[config.mk]
export PLATFORM = sky130hd
export DESIGN_NAME = segment_ones_complement_checksum_unit
export DESIGN_NICKNAME = d
export VERILOG_FILES = /design/src/rtl/socc_pkg.sv /design/src/rtl/socc_front.sv /design/src/rtl/socc_queue.sv /design/src/rtl/socc_back.sv /design/src/rtl/segment_ones_complement_checksum_unit.sv
export SDC_FILE = /design/constraint.sdc
export NUM_CORES = 1
export LEC_CHECK = 0
export ABC_AREA = 1
export BUFFER_PORTS_ARGS = -buffer_cell sky130_fd_sc_hd__buf_2
export CAP_MARGIN = 40
export CORE_MARGIN = 3
export CORE_UTILIZATION = 62
export CTS_CLUSTER_DIAMETER = 30
export DETAILED_ROUTE_END_ITERATION = 7
export PLACE_DENSITY = 0.9
export SYNTH_ARGS = -nofsm -noshare
export SYNTH_HDL_FRONTEND = slang
export SYNTH_HIERARCHICAL = 1
export SYNTH_SLANG_ARGS = --single-unit
[constraint.sdc]
create_clock -name aclk -period 12.7 [get_ports aclk]
set_clock_uncertainty 0.1 [all_clocks]
set_input_delay 0.635 -clock aclk [delete_from_list [all_inputs] [get_ports aclk]]
set_output_delay 0.635 -clock aclk [all_outputs]
set_load 0.01 [all_outputs]
[src/rtl/socc_pkg.sv]
// Shared types, codes and the ones'-complement fold for the segment checksum unit.
`timescale 1ns / 1ps
`default_nettype none

package socc_pkg;

    // Request kinds carried in s_tuser.
    localparam logic REQ_HEADER = 1'b0;
    localparam logic REQ_DATA   = 1'b1;

    // Input payload layout in s_tdata, lowest bit first.
    localparam int unsigned SEG_TYPE_W  = 8;
    localparam int unsigned SEQ_NUM_W   = 32;
    localparam int unsigned ACK_NUM_W   = 32;
    localparam int unsigned DATA_LEN_W  = 16;
    localparam int unsigned GIVEN_CSUM_W = 16;
    localparam int unsigned DATA_BYTE_W = 8;

    localparam int unsigned SEG_TYPE_LSB   = 0;
    localparam int unsigned SEQ_NUM_LSB    = SEG_TYPE_LSB + SEG_TYPE_W;
    localparam int unsigned ACK_NUM_LSB    = SEQ_NUM_LSB + SEQ_NUM_W;
    localparam int unsigned DATA_LEN_LSB   = ACK_NUM_LSB + ACK_NUM_W;
    localparam int unsigned GIVEN_CSUM_LSB = DATA_LEN_LSB + DATA_LEN_W;
    localparam int unsigned DATA_BYTE_LSB  = GIVEN_CSUM_LSB + GIVEN_CSUM_W;
    localparam int unsigned S_TDATA_W      = DATA_BYTE_LSB + DATA_BYTE_W;

    localparam int unsigned M_TDATA_W = 16;

    // Command queue between the front and back parts.
    localparam int unsigned QDEPTH = 4;
    localparam int unsigned QPTR_W = $clog2(QDEPTH);
    localparam int unsigned QCNT_W = $clog2(QDEPTH + 1);

    typedef enum logic [0:0] {
        CMD_HDR  = 1'b0,
        CMD_WORD = 1'b1
    } cmd_kind_t;

    typedef struct packed {
        cmd_kind_t   kind;
        logic        last;
        logic [15:0] value;
        logic [15:0] expected;
    } cmd_t;

    // Folds a sum of up to eight 16-bit words back into 16 bits with end-around carry.
    function automatic logic [15:0] oc_fold(input logic [18:0] s);
        logic [16:0] f1;
        f1 = {1'b0, s[15:0]} + {14'b0, s[18:16]};
        return f1[15:0] + {15'b0, f1[16]};
    endfunction

endpackage

`default_nettype wire

[src/rtl/socc_front.sv]
// Front part: accepts requests, sums header fields, pairs payload bytes into words.
`timescale 1ns / 1ps
`default_nettype none

module socc_front import socc_pkg::*; (
    input  wire logic                 aclk,
    input  wire logic                 aresetn,
    input  wire logic                 s_tvalid,
    output logic                      s_tready,
    input  wire logic [S_TDATA_W-1:0] s_tdata,
    input  wire logic                 s_tuser,
    input  wire logic                 q_full,
    output logic                      q_push,
    output cmd_t                      q_cmd
);

    logic        in_seg_reg, in_seg_next;
    logic [15:0] left_reg, left_next;
    logic        odd_reg, odd_next;
    logic [7:0]  held_reg, held_next;

    logic                    accept;
    logic [SEG_TYPE_W-1:0]   seg_type;
    logic [SEQ_NUM_W-1:0]    seq_num;
    logic [ACK_NUM_W-1:0]    ack_num;
    logic [DATA_LEN_W-1:0]   data_len;
    logic [GIVEN_CSUM_W-1:0] given_checksum;
    logic [DATA_BYTE_W-1:0]  data_byte;
    logic [18:0]             hdr_total;
    logic                    last_byte;

    assign s_tready = !q_full;
    assign accept   = s_tvalid && s_tready;

    assign seg_type       = s_tdata[SEG_TYPE_LSB +: SEG_TYPE_W];
    assign seq_num        = s_tdata[SEQ_NUM_LSB +: SEQ_NUM_W];
    assign ack_num        = s_tdata[ACK_NUM_LSB +: ACK_NUM_W];
    assign data_len       = s_tdata[DATA_LEN_LSB +: DATA_LEN_W];
    assign given_checksum = s_tdata[GIVEN_CSUM_LSB +: GIVEN_CSUM_W];
    assign data_byte      = s_tdata[DATA_BYTE_LSB +: DATA_BYTE_W];

    assign hdr_total = {11'b0, seg_type}
                     + {3'b0, seq_num[15:0]} + {3'b0, seq_num[31:16]}
                     + {3'b0, ack_num[15:0]} + {3'b0, ack_num[31:16]}
                     + {3'b0, data_len};

    assign last_byte = (left_reg == 16'd1);

    always_comb begin
        in_seg_next = in_seg_reg;
        left_next   = left_reg;
        odd_next    = odd_reg;
        held_next   = held_reg;
        q_push      = 1'b0;
        q_cmd       = '{kind: CMD_HDR, last: 1'b0, value: 16'h0000, expected: 16'h0000};
        if (accept) begin
            if (s_tuser == REQ_HEADER) begin
                in_seg_next = (data_len != 16'd0);
                left_next   = data_len;
                odd_next    = 1'b0;
                q_push      = 1'b1;
                q_cmd       = '{kind: CMD_HDR, last: (data_len == 16'd0),
                                value: oc_fold(hdr_total), expected: given_checksum};
            end else if (in_seg_reg) begin
                left_next = left_reg - 16'd1;
                if (!odd_reg && !last_byte) begin
                    held_next = data_byte;
                    odd_next  = 1'b1;
                end else begin
                    // A lone final byte goes out as the high byte padded with zero.
                    odd_next = 1'b0;
                    q_push   = 1'b1;
                    q_cmd    = '{kind: CMD_WORD, last: last_byte,
                                 value: odd_reg ? {held_reg, data_byte} : {data_byte, 8'h00},
                                 expected: 16'h0000};
                end
                if (last_byte) begin
                    in_seg_next = 1'b0;
                end
            end
        end
    end

    always_ff @(posedge aclk) begin
        if (!aresetn) begin
            in_seg_reg <= 1'b0;
            left_reg   <= 16'd0;
            odd_reg    <= 1'b0;
        end else begin
            in_seg_reg <= in_seg_next;
            left_reg   <= left_next;
            odd_reg    <= odd_next;
        end
    end

    always_ff @(posedge aclk) begin
        held_reg <= held_next;
    end

endmodule

`default_nettype wire

[src/rtl/socc_queue.sv]
// Short command queue that decouples the front part from the back part.
`timescale 1ns / 1ps
`default_nettype none

module socc_queue import socc_pkg::*; (
    input  wire logic aclk,
    input  wire logic aresetn,
    input  wire logic push,
    input  wire cmd_t push_cmd,
    input  wire logic pop,
    output cmd_t      head,
    output logic      full,
    output logic      empty
);

    cmd_t              mem [QDEPTH];
    logic [QPTR_W-1:0] wr_ptr_reg, wr_ptr_next;
    logic [QPTR_W-1:0] rd_ptr_reg, rd_ptr_next;
    logic [QCNT_W-1:0] count_reg, count_next;

    assign full  = (count_reg == QCNT_W'(QDEPTH));
    assign empty = (count_reg == '0);
    assign head  = mem[rd_ptr_reg];

    always_comb begin
        wr_ptr_next = push ? wr_ptr_reg + 1'b1 : wr_ptr_reg;
        rd_ptr_next = pop ? rd_ptr_reg + 1'b1 : rd_ptr_reg;
        count_next  = count_reg;
        if (push && !pop) begin
            count_next = count_reg + 1'b1;
        end else if (pop && !push) begin
            count_next = count_reg - 1'b1;
        end
    end

    always_ff @(posedge aclk) begin
        if (!aresetn) begin
            wr_ptr_reg <= '0;
            rd_ptr_reg <= '0;
            count_reg  <= '0;
        end else begin
            wr_ptr_reg <= wr_ptr_next;
            rd_ptr_reg <= rd_ptr_next;
            count_reg  <= count_next;
        end
    end

    always_ff @(posedge aclk) begin
        if (push) begin
            mem[wr_ptr_reg] <= push_cmd;
        end
    end

`ifndef SYNTHESIS
    a_count_bound: assert property (@(posedge aclk) disable iff (!aresetn)
        count_reg <= QCNT_W'(QDEPTH))
        else $error("queue count exceeds depth");
    a_no_overflow: assert property (@(posedge aclk) disable iff (!aresetn)
        push |-> !full)
        else $error("push into a full queue");
    a_no_underflow: assert property (@(posedge aclk) disable iff (!aresetn)
        pop |-> !empty)
        else $error("pop from an empty queue");
    a_ptr_gap: assert property (@(posedge aclk) disable iff (!aresetn)
        (count_reg == '0) |-> (wr_ptr_reg == rd_ptr_reg))
        else $error("empty queue with unequal pointers");
`endif

endmodule

`default_nettype wire

[src/rtl/socc_back.sv]
// Back part: accumulates words with end-around carry and registers the result.
`timescale 1ns / 1ps
`default_nettype none

module socc_back import socc_pkg::*; (
    input  wire logic                 aclk,
    input  wire logic                 aresetn,
    input  wire cmd_t                 head,
    input  wire logic                 empty,
    output logic                      pop,
    output logic                      m_tvalid,
    input  wire logic                 m_tready,
    output logic [M_TDATA_W-1:0]      m_tdata,
    output logic                      m_tuser
);

    logic [15:0] sum_reg, sum_next;
    logic [15:0] exp_reg, exp_next;
    logic        m_tvalid_reg, m_tvalid_next;
    logic [15:0] csum_reg, csum_next;
    logic        ok_reg, ok_next;

    logic        out_free;
    logic [16:0] word_add;

    assign out_free = !m_tvalid_reg || m_tready;
    assign pop      = !empty && out_free;
    assign word_add = {1'b0, sum_reg} + {1'b0, head.value};

    always_comb begin
        sum_next      = sum_reg;
        exp_next      = exp_reg;
        m_tvalid_next = m_tvalid_reg && !m_tready;
        csum_next     = csum_reg;
        ok_next       = ok_reg;
        if (pop) begin
            if (head.kind == CMD_HDR) begin
                sum_next = head.value;
                exp_next = head.expected;
            end else begin
                sum_next = oc_fold({2'b0, word_add});
            end
            if (head.last) begin
                m_tvalid_next = 1'b1;
                csum_next     = ~sum_next;
                ok_next       = (~sum_next == exp_next);
            end
        end
    end

    always_ff @(posedge aclk) begin
        if (!aresetn) begin
            m_tvalid_reg <= 1'b0;
            sum_reg      <= 16'h0000;
            exp_reg      <= 16'h0000;
        end else begin
            m_tvalid_reg <= m_tvalid_next;
            sum_reg      <= sum_next;
            exp_reg      <= exp_next;
        end
    end

    always_ff @(posedge aclk) begin
        csum_reg <= csum_next;
        ok_reg   <= ok_next;
    end

    assign m_tvalid = m_tvalid_reg;
    assign m_tdata  = csum_reg;
    assign m_tuser  = ok_reg;

endmodule

`default_nettype wire

[src/rtl/segment_ones_complement_checksum_unit.sv]
// Top level of the segment ones'-complement checksum unit.
`timescale 1ns / 1ps
`default_nettype none

// The unit takes one request per clock: a header request starts a segment and a data
// request carries one payload byte. Headers are summed in the cycle they are accepted,
// bytes are paired into 16-bit words, and a four-entry command queue feeds a single
// end-around-carry adder that retires one command per cycle while the output register
// is free. With nothing queued ahead, a segment's result passes through the queue and
// the output register after its last byte (or its header, for an empty segment) is
// accepted and sits in the output register until taken; s_tready drops only when the
// command queue fills because results are not being taken. A new header abandons an
// unfinished segment without a result, and data requests outside a segment are dropped.

module segment_ones_complement_checksum_unit import socc_pkg::*; (
    input  wire logic                 aclk,
    input  wire logic                 aresetn,
    input  wire logic                 s_tvalid,
    output logic                      s_tready,
    // seg_type[7:0], seq_num[39:8], ack_num[71:40], data_len[87:72],
    // given_checksum[103:88], data_byte[111:104]
    input  wire logic [S_TDATA_W-1:0] s_tdata,
    // req_type[0]
    input  wire logic                 s_tuser,
    output logic                      m_tvalid,
    input  wire logic                 m_tready,
    // checksum[15:0]
    output logic [M_TDATA_W-1:0]      m_tdata,
    // valid_res[0]
    output logic                      m_tuser
);

    cmd_t push_cmd;
    cmd_t head;
    logic push;
    logic pop;
    logic q_full;
    logic q_empty;

    socc_front u_front (
        .aclk     (aclk),
        .aresetn  (aresetn),
        .s_tvalid (s_tvalid),
        .s_tready (s_tready),
        .s_tdata  (s_tdata),
        .s_tuser  (s_tuser),
        .q_full   (q_full),
        .q_push   (push),
        .q_cmd    (push_cmd)
    );

    socc_queue u_queue (
        .aclk     (aclk),
        .aresetn  (aresetn),
        .push     (push),
        .push_cmd (push_cmd),
        .pop      (pop),
        .head     (head),
        .full     (q_full),
        .empty    (q_empty)
    );

    socc_back u_back (
        .aclk     (aclk),
        .aresetn  (aresetn),
        .head     (head),
        .empty    (q_empty),
        .pop      (pop),
        .m_tvalid (m_tvalid),
        .m_tready (m_tready),
        .m_tdata  (m_tdata),
        .m_tuser  (m_tuser)
    );

endmodule

`default_nettype wire
# --- Word level (Yosys, flattened, before mapping) ---
# Memories as Yosys holds them, arrays and structs flattened. A register that Yosys moved wholly into a read port is not among the register bits.
# Index checks and enable logic that the tools add are counted.
word_totals:
  regBits: 83
  ram_bits: 136
  out_inout_bits: 19
  wordCells: 84
  n_memories: 1
classes:
  add_sub_neg: 15
  eq_ne: 4
  n_mux: 29
  bitwise_logic: 1
  reduce_logical: 22
mem_list:
  columns: ["name", "words", "width", "read_ports", "rd_clocked_by_memory_dff", "wr", "line_no", "rtl"]
  rows:
  - ["u_queue.mem", 4, 34, 1, 1, 1, "socc_queue.sv:16", "cmd_t mem [QDEPTH];"]
ops:
  columns: ["operator", "n"]
  rows:
  - ["34-bit two-way mux", 4]
  - ["16-bit two-way mux", 7]
  - ["19-bit by 16-bit adder with 19-bit output", 4]
  - ["16-bit by 1-bit adder with 16-bit output", 2]
  - ["16-bit by 1-bit adder with 17-bit output", 1]
  - ["16-bit by 16-bit adder with 17-bit output", 1]
  - ["16-bit by 3-bit adder with 17-bit output", 1]
  - ["8-bit by 16-bit adder with 17-bit output", 1]
  - ["16-bit by 1-bit equality test with 1-bit output (second input constant)", 1]
  - ["16-bit equality test", 1]
  - ["16-bit logical NOT", 1]
  - ["16-bit inverter", 1]
  - ["16-bit nonzero test", 1]
  - ["16-bit by 1-bit subtractor with 16-bit output (second input constant)", 1]
  - ["1-bit two-way mux", 14]
  - ["1-bit logical NOT", 8]
  - ["1-bit logical AND", 6]
  - ["3-bit two-way mux", 2]
  - ["2-bit by 1-bit adder with 2-bit output (second input constant)", 2]
  - ["2-bit two-way mux", 2]
  - ["2-bit AND reduction", 2]
  - ["4-bit AND reduction", 1]
  - ["3-bit by 1-bit adder with 3-bit output (second input constant)", 1]
  - ["3-bit equality test (second input constant)", 1]
  - ["other kinds (5)", 5]

# --- Depth between registers and ports, before layout ---
logic_depth:
  depth_word: 11
  mapped_depth: 49

# --- Hierarchy ---
# The synthesis kept the hierarchy.
modules_own_cells:
  columns: ["module", "instances", "cells_per_inst", "area_each_um2", "seq_area_each_um2"]
  rows:
  - ["socc_queue", 1, 387, 5690.5, 4264.1]
  - ["socc_front", 1, 800, 5213.8, 600.6]
  - ["socc_back", 1, 669, 4371.7, 1171.1]

# --- Worst setup path after synthesis ---
# Ideal clock, no wire load.
synth_timing:
  path_kind: "input to register"
  startpoint: "input s_tdata[2]"
  endpoint: "memory u_queue/mem[0][30] (netlist bit) (data pin)"
  setup_ps: 265
  t_arrival_ps: 6472
  setup_slack_ps: 5863
  stages: 45
  path_cell_list: "inv_1 fa_1 inv_1 fa_1 inv_1 fa_1 inv_1 ha_1 inv_1 fa_1 inv_1 nand3_1 nand2_1 nand2_1 nand2_1 nand2_1 nand2_1 nand3_1 (+9 left out) inv_1 nand3b_1 nor2_1 ha_1 ha_1 nand2_1 nor2_2 nand2_1 nor2_2 nand3_1 nor2_2 nand3_2 nor2_2 nand2_1 nand2_1 nand2_1 nand2_1 nand2_1"
synth_rtl:
  columns: ["item", "line_no", "rtl"]
  rows:
  - ["from (decl)", "segment_ones_complement_checksum_unit.sv:22", "input wire logic [S_TDATA_W-1:0] s_tdata,"]
  - ["to (decl)", "socc_queue.sv:16", null]

==> impl_metrics.json <==
{
  "place_congestion": 0.9427,
  "fin_area_mm2": 0.01770,
  "ant_nets": 0,
  "fillers": 1630,
  "syn_inst": 1856,
  "cts_resized": 0,
  "finalSetupViolCount": 0,
  "io_buffers": 135,
  "largest_register": "u_queue/mem",
  "routed_wl_um": 39470,
  "cts.path.max_buffers": 3,
  "path_depth": 46,
  "synth_compound_area_share_pct": 11.93,
  "grt_setup_unrepaired": "no",
  "status": "finished clean",
  "critPathArrivalTime_ps": 7510,
  "htree_levels": 2,
  "cp_max_fo": 4,
  "synth_seq_cells": 221,
  "grt_overflow": 0,
  "crit_slowest_cell": "fa_1",
  "cts.sinks": 221,
  "yosys.area.top_type": "edfxtp_1",
  "cts.hold.buffers_added": 0,
  "post-route-period-util_pct": 57.89,
  "core_mm2": 0.02382,
  "cp-end-kind": "flip-flop",
  "drtIter0Drc": 1123,
  "ys_seq_area_share_pct": 39.51,
  "yosysUniqueCellTypes": 57,
  "hold_viol": 0,
  "mostFrequentLayoutCell": "nand2_1",
  "synth.net_count": 2088,
  "final_cell_mix": "366 x nand2_1, 326 x inv_1, 161 x edfxtp_1, 155 x nor2_1, 145 x o21ai_0",
  "synthSimpleGateAreaFrac_pct": 24.67,
  "peakVddDrop_mv": 0.1935,
  "io_pins": 136,
  "synth.area.mux_share_pct": 0,
  "tns_ps": 0,
  "start_util_pct": 64.12,
  "post_cts_buffers": 0,
  "ys_top_cells_by_area": "edfxtp_1 32%, nand2_1 9.0%, inv_1 8.1%",
  "grt_pass1_vias": 13570,
  "hold_depth": 1,
  "post_drt_via_cell_ratio": 5.693,
  "num_rows": 56,
  "grt_pass1_wl_um": 64060,
  "drc_errors": 0,
  "grt_max_degree": 69,
  "p_leak_nw": 8.337,
  "synth_fa_ha_area_share_pct": 12.32,
  "cts_made_buffers": 43,
  "cts.reportedPaths.clkPinSlew_ps": 60,
  "clk_root_buffer_cell": "clkbuf_16",
  "reg2reg_slack_ps": 5500,
  "p_per_area_mw_per_mm2": 298.5,
  "critPathRequiredTime_ps": 12850,
  "start_kind": "input pin",
  "cap_viol_max_count": 0,
  "insertion_delay_ps": 540,
  "largest_reg_flops": 136,
  "synth_top_area_share_pct": 31.65,
  "wl_per_cell_um": 16.77,
  "dp_cells": 2273,
  "worst_pin_slew_ps": 881.0,
  "groute.usage.overall_pct": 29.93,
  "period_needed_ps": 7352,
  "cts_tree": "yes",
  "path_class": "in2reg",
  "slew_headroom_pct": 41.18,
  "antenna_cells": 0,
  "avgSynthCellArea_um2": 8.231,
  "yosys_warnings": 6,
  "firstDrtPassIters": 6,
  "reg2reg_depth": 45,
  "num_vias": 13400,
  "place_area_mm2": 0.01618,
  "hold_class": "in2reg",
  "antenna_found_initial": 4,
  "die_area_mm2": 0.02656,
  "die_y_um": 163.0,
  "syn_to_final_growth_pct": 15.88,
  "synth_top_family_by_area": "simple AND/OR/NAND/NOR gates",
  "place_hpwl_um": 27990,
  "crit_path_frequent_cell": "nand2_1",
  "slowest_delay_ps": 540,
  "die_w_um": 163.0,
  "slew_viol_final": 0,
  "nNetsFinal": 2231,
  "synth_xor_area_share_pct": 0.8600,
  "netlist_area_mm2": 0.01528,
  "drive_above_1_share_pct": 20.35,
  "cp_num_buf_inv": 9,
  "achievable-frequency_mhz": 136.0,
  "critPathTopFamily": "adder cells",
  "instances_no_fill": 2353
}
[area by class of cell]
cell class / instances / area [µm²] / area share, %
multi-input combinational: 1231 / 7630 / 43.10
sequential: 221 / 6037 / 34.10
inverter: 353 / 1330 / 7.513
clock buffer: 46 / 1097 / 6.199
timing repair buffer: 149 / 785.8 / 4.439
clock inverter: 34 / 422.9 / 2.389
tap: 319 / 399.1 / 2.255
[worst paths after layout]
path / from / end
setup / recovery: s_tdata[2] / u_queue/mem[2][30]$_DFFE_PP_
hold / removal: s_tdata[104] / u_front/held_reg[0]$_DFFE_PP_
setup reg to reg: flip-flop / u_back/m_tuser$_DFFE_PP_
hold reg to reg: u_back/exp_reg[5]$_SDFFE_PN0P_ / u_back/exp_reg[5]$_SDFFE_PN0P_
[report_power, final]
part | switching, mW | total (mW) | internal, mW
sequential | 0.0619 | 1.01 | 0.951
combinational | 2.14 | 3.10 | 0.958
clock | 0.419 | 1.17 | 0.751
total | 2.62 | 5.28 | 2.66
[worst reg2reg max path: cells and delay by family, from the launching register on]
kind,cells,cell delay [ps]
AOI/OAI and AO/OA,4,740
buffers and inverters,5,780
DFF,1,460
and+or+nand+nor,30,3590
adders and majority gates,6,1390
[metal layers]
layer / global-route usage [%] / up-vias / wire length [µm]
li1: - / 6312 / -
met3: 5.112 / 145 / 2978
met1: 36.27 / 6300 / 15100
met4: 12.80 / 8 / 1664
met2: 52.69 / 631 / 19670
met5: 0 / - / 57
[metrics by stage]
stage	setup slack, ps	utilization (%)	power, mW	hold WS, ps
after floorplan	5863	-	3.344	311.5
after global placement	5423	67.81	3.913	330.4
after detailed placement	5056	67.93	4.020	349.1
after CTS	5466	74.31	5.246	188.8
after global routing	4733	74.31	5.706	194.9
final	5348	74.31	5.283	202.0
[cells by family (layout without fill, tap and decap cells)]
kind of cell             Yosys count  count (layout)
XOR/XNOR                          12              12
buffers and inverters            404             582
AND/OR/NAND/NOR                  798             798
AO/OA/AOI/OAI                    306             306
adder cells (fa/ha/maj)          115             115
flip-flops                       221             221
[synthesized netlist by cell type (all sizes together)]
cell type and number:
clkbuf 24, nor4 5, o31ai 1, o32ai 2, clkinv 5, nand3b 4, dfxtp 60, edfxtp 161
nor3 6, a21oi 75, o21bai 5, nor2 202, xor2 8, fa 59, buf 27, nand2 409
a21boi 1, a211oi 4, o22ai 37, o21a 2, nand4 12, ha 56, nor3b 1, and2 1
o211ai 17, nand3 138, or2 20, inv 348, xnor2 4, a41oi 1, o221ai 1, a31oi 3
o21ai 157
Note: power is estimated with default switching activity, not from simulation.
